## config.mk

```make
export PLATFORM = sky130hd
export DESIGN_NAME = bcc_controller
export DESIGN_NICKNAME = d
export VERILOG_FILES = /design/src/hdl/bcc_pkg.sv /design/src/hdl/bcc_controller.sv
export SDC_FILE = /design/constraint.sdc
export NUM_CORES = 1
export LEC_CHECK = 0
export ABC_AREA = 1
export BUFFER_PORTS_ARGS = -buffer_cell sky130_fd_sc_hd__buf_4
export CAP_MARGIN = 30
export CORE_AREA = 2 2 39 41
export DETAILED_ROUTE_END_ITERATION = 10
export DIE_AREA = 0 0 41 43
export PLACE_DENSITY = 0.55
export SKIP_LAST_GASP = 1
export SLEW_MARGIN = 30
export SYNTH_ARGS = -nofsm -noshare
export SYNTH_HDL_FRONTEND = slang
export SYNTH_SLANG_ARGS = --single-unit
```

## constraint.sdc

```tcl
create_clock -name clk -period 1.65 [get_ports clk]
set_clock_uncertainty 0.15 [all_clocks]
set_input_delay 0.2475 -clock clk [delete_from_list [all_inputs] [get_ports clk]]
set_output_delay 0.2475 -clock clk [all_outputs]
set_load 0.01 [all_outputs]
```

## src/hdl/bcc_pkg.sv

```systemverilog
// ----------------------------------------------------------------------------
// Bounded composition counter package
// Shared request types, controller/datapath command and status groups, and
// count constants.
// ----------------------------------------------------------------------------
package bcc_pkg;

	localparam int ENTRY_W = 32;
	localparam int WIN_W   = 41;

	localparam logic [ENTRY_W-1:0] OVER_MARK   = 32'h8000_0000;
	localparam logic [30:0]        COUNT_LIMIT = 31'h7FFF_FFFF;

	typedef struct packed {
		logic [7:0] total_units;
		logic [7:0] slot_count;
		logic [7:0] max_per_slot;
	} in_req_t;

	typedef struct packed {
		logic [30:0] way_count;
		logic        saturated;
	} out_req_t;

	typedef struct packed {
		logic load;
		logic step;
		logic row_end;
		logic fetch;
		logic capture;
	} cmd_t;

	typedef struct packed {
		logic skip_in;
		logic col_last;
		logic slot_last;
	} status_t;

endpackage

```

## src/hdl/bcc_controller.sv

```systemverilog
// ----------------------------------------------------------------------------
// Bounded composition counter controller
// Sequences one query through the row passes, the result fetch and the
// capture into the output register, and runs both handshakes.
// ----------------------------------------------------------------------------
module bcc_controller (
	input  logic             clk,
	input  logic             arst_n,
	input  logic             query_valid,
	output logic             query_stall,
	output logic             result_valid,
	input  logic             result_stall,
	input  bcc_pkg::status_t status,
	output bcc_pkg::cmd_t    cmd
);
	import bcc_pkg::*;

	typedef enum logic [4:0] {
		ST_IDLE    = 5'b00001,
		ST_ROW     = 5'b00010,
		ST_DRAIN   = 5'b00100,
		ST_FETCH   = 5'b01000,
		ST_CAPTURE = 5'b10000
	} state_t;

	state_t state_q, state_next;
	logic   out_valid_q;
	logic   accept;

	assign query_stall  = (state_q != ST_IDLE);
	assign accept       = query_valid && (state_q == ST_IDLE);
	assign result_valid = out_valid_q;

	always_comb begin
		state_next = state_q;
		cmd        = '0;
		case (state_q)
			ST_IDLE: begin
				if (accept) begin
					cmd.load   = 1'b1;
					state_next = status.skip_in ? ST_CAPTURE : ST_ROW;
				end
			end
			ST_ROW: begin
				cmd.step = 1'b1;
				if (status.col_last) begin
					state_next = ST_DRAIN;
				end
			end
			ST_DRAIN: begin
				cmd.row_end = 1'b1;
				state_next  = status.slot_last ? ST_FETCH : ST_ROW;
			end
			ST_FETCH: begin
				cmd.fetch  = 1'b1;
				state_next = ST_CAPTURE;
			end
			ST_CAPTURE: begin
				// The previous result must leave the output register first.
				if (!out_valid_q || !result_stall) begin
					cmd.capture = 1'b1;
					state_next  = ST_IDLE;
				end
			end
			default: begin
				state_next = ST_IDLE;
			end
		endcase
	end

	always_ff @(posedge clk or negedge arst_n) begin
		if (!arst_n) begin
			state_q     <= ST_IDLE;
			out_valid_q <= 1'b0;
		end else begin
			state_q <= state_next;
			if (cmd.capture) begin
				out_valid_q <= 1'b1;
			end else if (out_valid_q && !result_stall) begin
				out_valid_q <= 1'b0;
			end
		end
	end

	a_valid_from_capture: assert property (@(posedge clk) disable iff (!arst_n)
		$rose(out_valid_q) |-> $past(cmd.capture))
		else $error("result raised without a capture");

	a_capture_shows: assert property (@(posedge clk) disable iff (!arst_n)
		cmd.capture |=> out_valid_q)
		else $error("captured result not presented");

endmodule

```

# Yosys cells after proc, flatten, opt, wreduce, memory -nomap -nowiden
# Index checks and enable logic that the tools add are counted.
word_totals:
  elab_cells: 33
  in_bits: 7
  output_inout_bits: 7
  regBits: 6
  rom_bits: 0
  mem_bits_rw: 0
  latchBits: 0
  mem_count: 0
op_classes:
  magnitude_cmp: 0
  multipliers: 0
  addsub: 0
  reduce_logical: 7
  n_shift: 0
  muxes: 15
  div: 0
  n_bitwise: 0
  eq_ne: 9
op_table:
  columns: ["cell", "n"]
  rows:
  - ["one-hot mux 5 bit (5 select lines)", 1]
  - ["two-way mux 5 bit", 4]
  - ["two-way mux 1 bit", 9]
  - ["inequality test 2 bit, second input constant", 3]
  - ["== test 5 x 1 -> 1 bit, second input constant", 1]
  - ["== test 5 x 2 -> 1 bit, second input constant", 1]
  - ["== test 5 x 3 -> 1 bit, second input constant", 1]
  - ["== test 5 x 4 -> 1 bit, second input constant", 1]
  - ["== test 5 bit, second input constant", 1]
  - ["inequality test 5 x 1 -> 1 bit, second input constant", 1]
  - ["two-way mux 4 bit", 1]
  - ["AND reduction 3 bit", 1]
  - ["logical AND 1 bit", 2]
  - ["logical NOT 1 bit", 2]
  - ["nonzero test 2 bit", 1]
  - ["logical OR 1 bit", 1]

# Depth between registers and ports, before layout
logic_depth:
  depth_word: 5
  depth_mapped: 6
  depth_no_buf: 6

# Worst setup path after synthesis
# OpenSTA, ideal clock, no wires.
synth_path:
  path_kind: "reg2out"
  from: "register state_q[4]"
  to: "output port cmd[4] (netlist name)"
  n_path_buf: 0
  setup_slack_ns: 0.247
  arrival_time_ns: 1.005
  path_stages_with_launch: 4
  path_cell_list: "dfrtp_1 -> nor3_1 -> nand2_1 -> nor2_1"
synth_rtl:
  columns: ["item", "line_no", "text"]
  rows:
  - ["from (decl)", "bcc_controller.sv:26", "state_t state_q, state_next;"]
  - ["from (signal assigned)", "bcc_controller.sv:76", "state_q <= state_next;"]
  - ["to (decl)", "bcc_controller.sv:14", "output bcc_pkg::cmd_t cmd"]

==> results.py <==
metrics = {
    "run_status": {
        "status": "finished, violations left",
        "violations": "setup timing",
    },
    "sta": {
        "setup_viol": 2,
        "worst_slack_ps": -21.19,
        "hold_viol": 0,
        "fin_crit_sh": 1.013,
        "maxSlewHeadroom": 0.8171,
        "worstMarginPinSlew_ps": 274.4,
        "maxSlewViolCount": 0,
        "rsz0062_at_grt": "yes",
        "period_minus_slack_ps": 1671,
        "max_freq_ghz": 0.5984,
    },
    "synthesis": {
        "syn-cell-area_um2": 397.9,
        "synth_area_leaders": "dfrtp_1 31%, inv_1 13%, nand2_1 11%, nand4_1 9.4%, dfstp_2 6.6%",
        "avgSynthCellArea_um2": 6.860,
        "yosys_warnings": 0,
        "synth-seq-area-share": 0.3805,
        "ys_types": 16,
        "synth-compound-area-share": 0.06918,
        "syn_inst": 58,
        "synth_top_family_by_area": "simple AND/OR/NAND/NOR gates",
        "synth_xor_area_frac": 0,
        "synthMuxAreaShare": 0,
        "yosys.area_share.adder": 0,
        "synth_area_leader_cell": "dfrtp_1",
        "synth_nets": 65,
        "ys_ff_latch": 6,
        "synthSimpleGateAreaFrac": 0.3994,
        "yosys.area.top_type_share": 0.3145,
    },
    "finish": {
        "drive_gt1_frac": 0.4000,
        "nNetsFinal": 88,
        "n_fill_cell": 150,
        "layout_common_cells": "14 x inv_1, 14 x buf_4, 10 x nand2_1, 6 x nand4_1, 5 x nor2_1",
        "antennaDiodeCount": 0,
        "area_growth_pct": 56.92,
        "final_util": 0.4512,
    },
    "die": {
        "start_util": 0.2875,
        "core_area_um2": 1384,
        "num_io_pins": 14,
        "rows": 14,
        "die-area_um2": 1763,
        "die_w_um": 41,
        "die_h_um": 43,
    },
    "power": {
        "power_density_nw_per_um2": 1504,
        "report.power.total_uw": 939.1,
        "p_leak_nw": 0.3634,
        "max-vdd-ir-drop_mv": 0.8266,
    },
    "route": {
        "wire_per_inst_um": 10.07,
        "top_layer": "met3",
        "vias": 449,
        "vias_per_cell": 4.677,
        "wl_um": 967,
        "met2_length_um": 494,
        "antenna_left": 0,
        "drtIter0Drc": 17,
        "drc": 0,
        "drt-met1-wl_um": 409,
        "met3_length_um": 63,
        "drtPass1Iterations": 4,
    },
    "global_routing": {
        "gr-total-overflow": 0,
        "grt_pass1_vias": 404,
        "grt_first_pass_wirelength_um": 1593,
        "antenna_found_initial": 0,
        "grt_max_degree": 7,
        "grt.total_usage": 0.1397,
    },
    "worst_setup_path": {
        "criticalPathCategory": "reg -> out",
        "reg2regPathDepth": 5,
        "arrival_ps": 1270,
        "required_ps": 1250,
        "crit_path_end_kind": "output port",
        "crit_fanout": 5,
        "cp-start-kind": "flop",
    },
    "clocking": {
        "cts_buffers": 3,
        "insertion_delay_ps": 260,
        "clk_pin_slew_ps": 60,
        "cts.sinks": 6,
        "cts_tree": "yes",
        "htreeDepth": 1,
        "cts_root_buf": "clkbuf_4",
        "clk_path_buf_depth": 2,
    },
    "run": {
        "maxCapViolations": 0,
    },
    "placement": {
        "gp_congestion": 0.7484,
        "dp_hpwl_um": 745.7,
        "portBuffers": 13,
    },
    "min_path": {
        "hp-class": "in -> reg",
        "min_path_cells": 3,
    },
}
state kept, by name, indices dropped and copies added (netlist names):
name,count
result_valid,1
state_q,5
report_power, final:
part / internal, mW / switching [mW] / leakage [nW]
Combinational: 0.242 / 0.263 / 0.271
Clock: 0.0920 / 0.0601 / 0.0150
Sequential: 0.204 / 0.0770 / 0.0770
cells in the mapped netlist, drive strengths merged:
master and instances:
nand4 6, clkinv 1, inv 15, o21ai 4
nand2 12, dfrtp 5, nor3 3, nor2 9
dfstp 1, o21bai 1, nand3 1
stage by stage:
| step | hold WS [ps] | setup WS (ps) | cells | area (µm²) | TNS, ps |
|---|---|---|---|---|---|
| 3_5_place_dp | -91.99 | 191.9 | 87 | 515.5 | 0 |
| 6_report | 78.87 | -21.19 | 96 | 624.3 | -36.43 |
| 5_1_grt | 83.31 | -100.9 | 96 | 624.3 | -283.5 |
| 2_1_floorplan | -198.1 | 247.1 | 58 | 397.9 | 0 |
| 4_1_cts | 76.39 | -36.34 | 93 | 569.3 | -50.60 |
| 3_3_place_gp | -91.89 | 171.4 | 87 | 515.5 | 0 |
per-layer routing:
metal  up-vias  track usage
met5         -            0
met4         0      0.07333
met3         0      0.08377
met2        16       0.1875
met1       209       0.1683
li1        224            -
path summary, 6_finish.rpt:
check,startpoint,to,slack (ps)
worst max-delay path,state_q[0],cmd[4],-20
worst min-delay path,status[0],state_q[3],80
worst max register to register,state_q[3],state_q[1],220
worst min register to register,result_valid,result_valid,350
max in group asynchronous,arst_n,state_q[0],950
min in group asynchronous,arst_n,state_q[3],180
timing repair:
action	4_1_cts	5_1_grt
endpoints found under the hold margin	6	0
setup endpoints to repair	4	6
resized for setup	2	9
cloned	0	0
buffers inserted	1	3
pin swaps	0	4
hold buffers	1	0
layout make-up:
class	count	area (µm²)	share of cell area
Multi-Input combinational cell	36	216.5	0.3467
Inverter	16	60.06	0.09619
Timing Repair Buffer	18	148.9	0.2385
Clock buffer	4	26.28	0.04208
Sequential cell	6	152.6	0.2445
Tap cell	16	20.02	0.03206
cells by family (layout without fill, tap and decap cells):
kind of cell,after synthesis,in the layout
simple gates,31,31
buf+inv,16,38
flops,6,6
compound gates,5,5
critical path, stage by stage (launching register included):
cell and delay [ps]:
dfstp_2 570, inv_2 50, nor2_4 120, nand2_2 70
nor2_1 90, buf_4 120
Note: power is estimated with default switching activity, not from simulation.
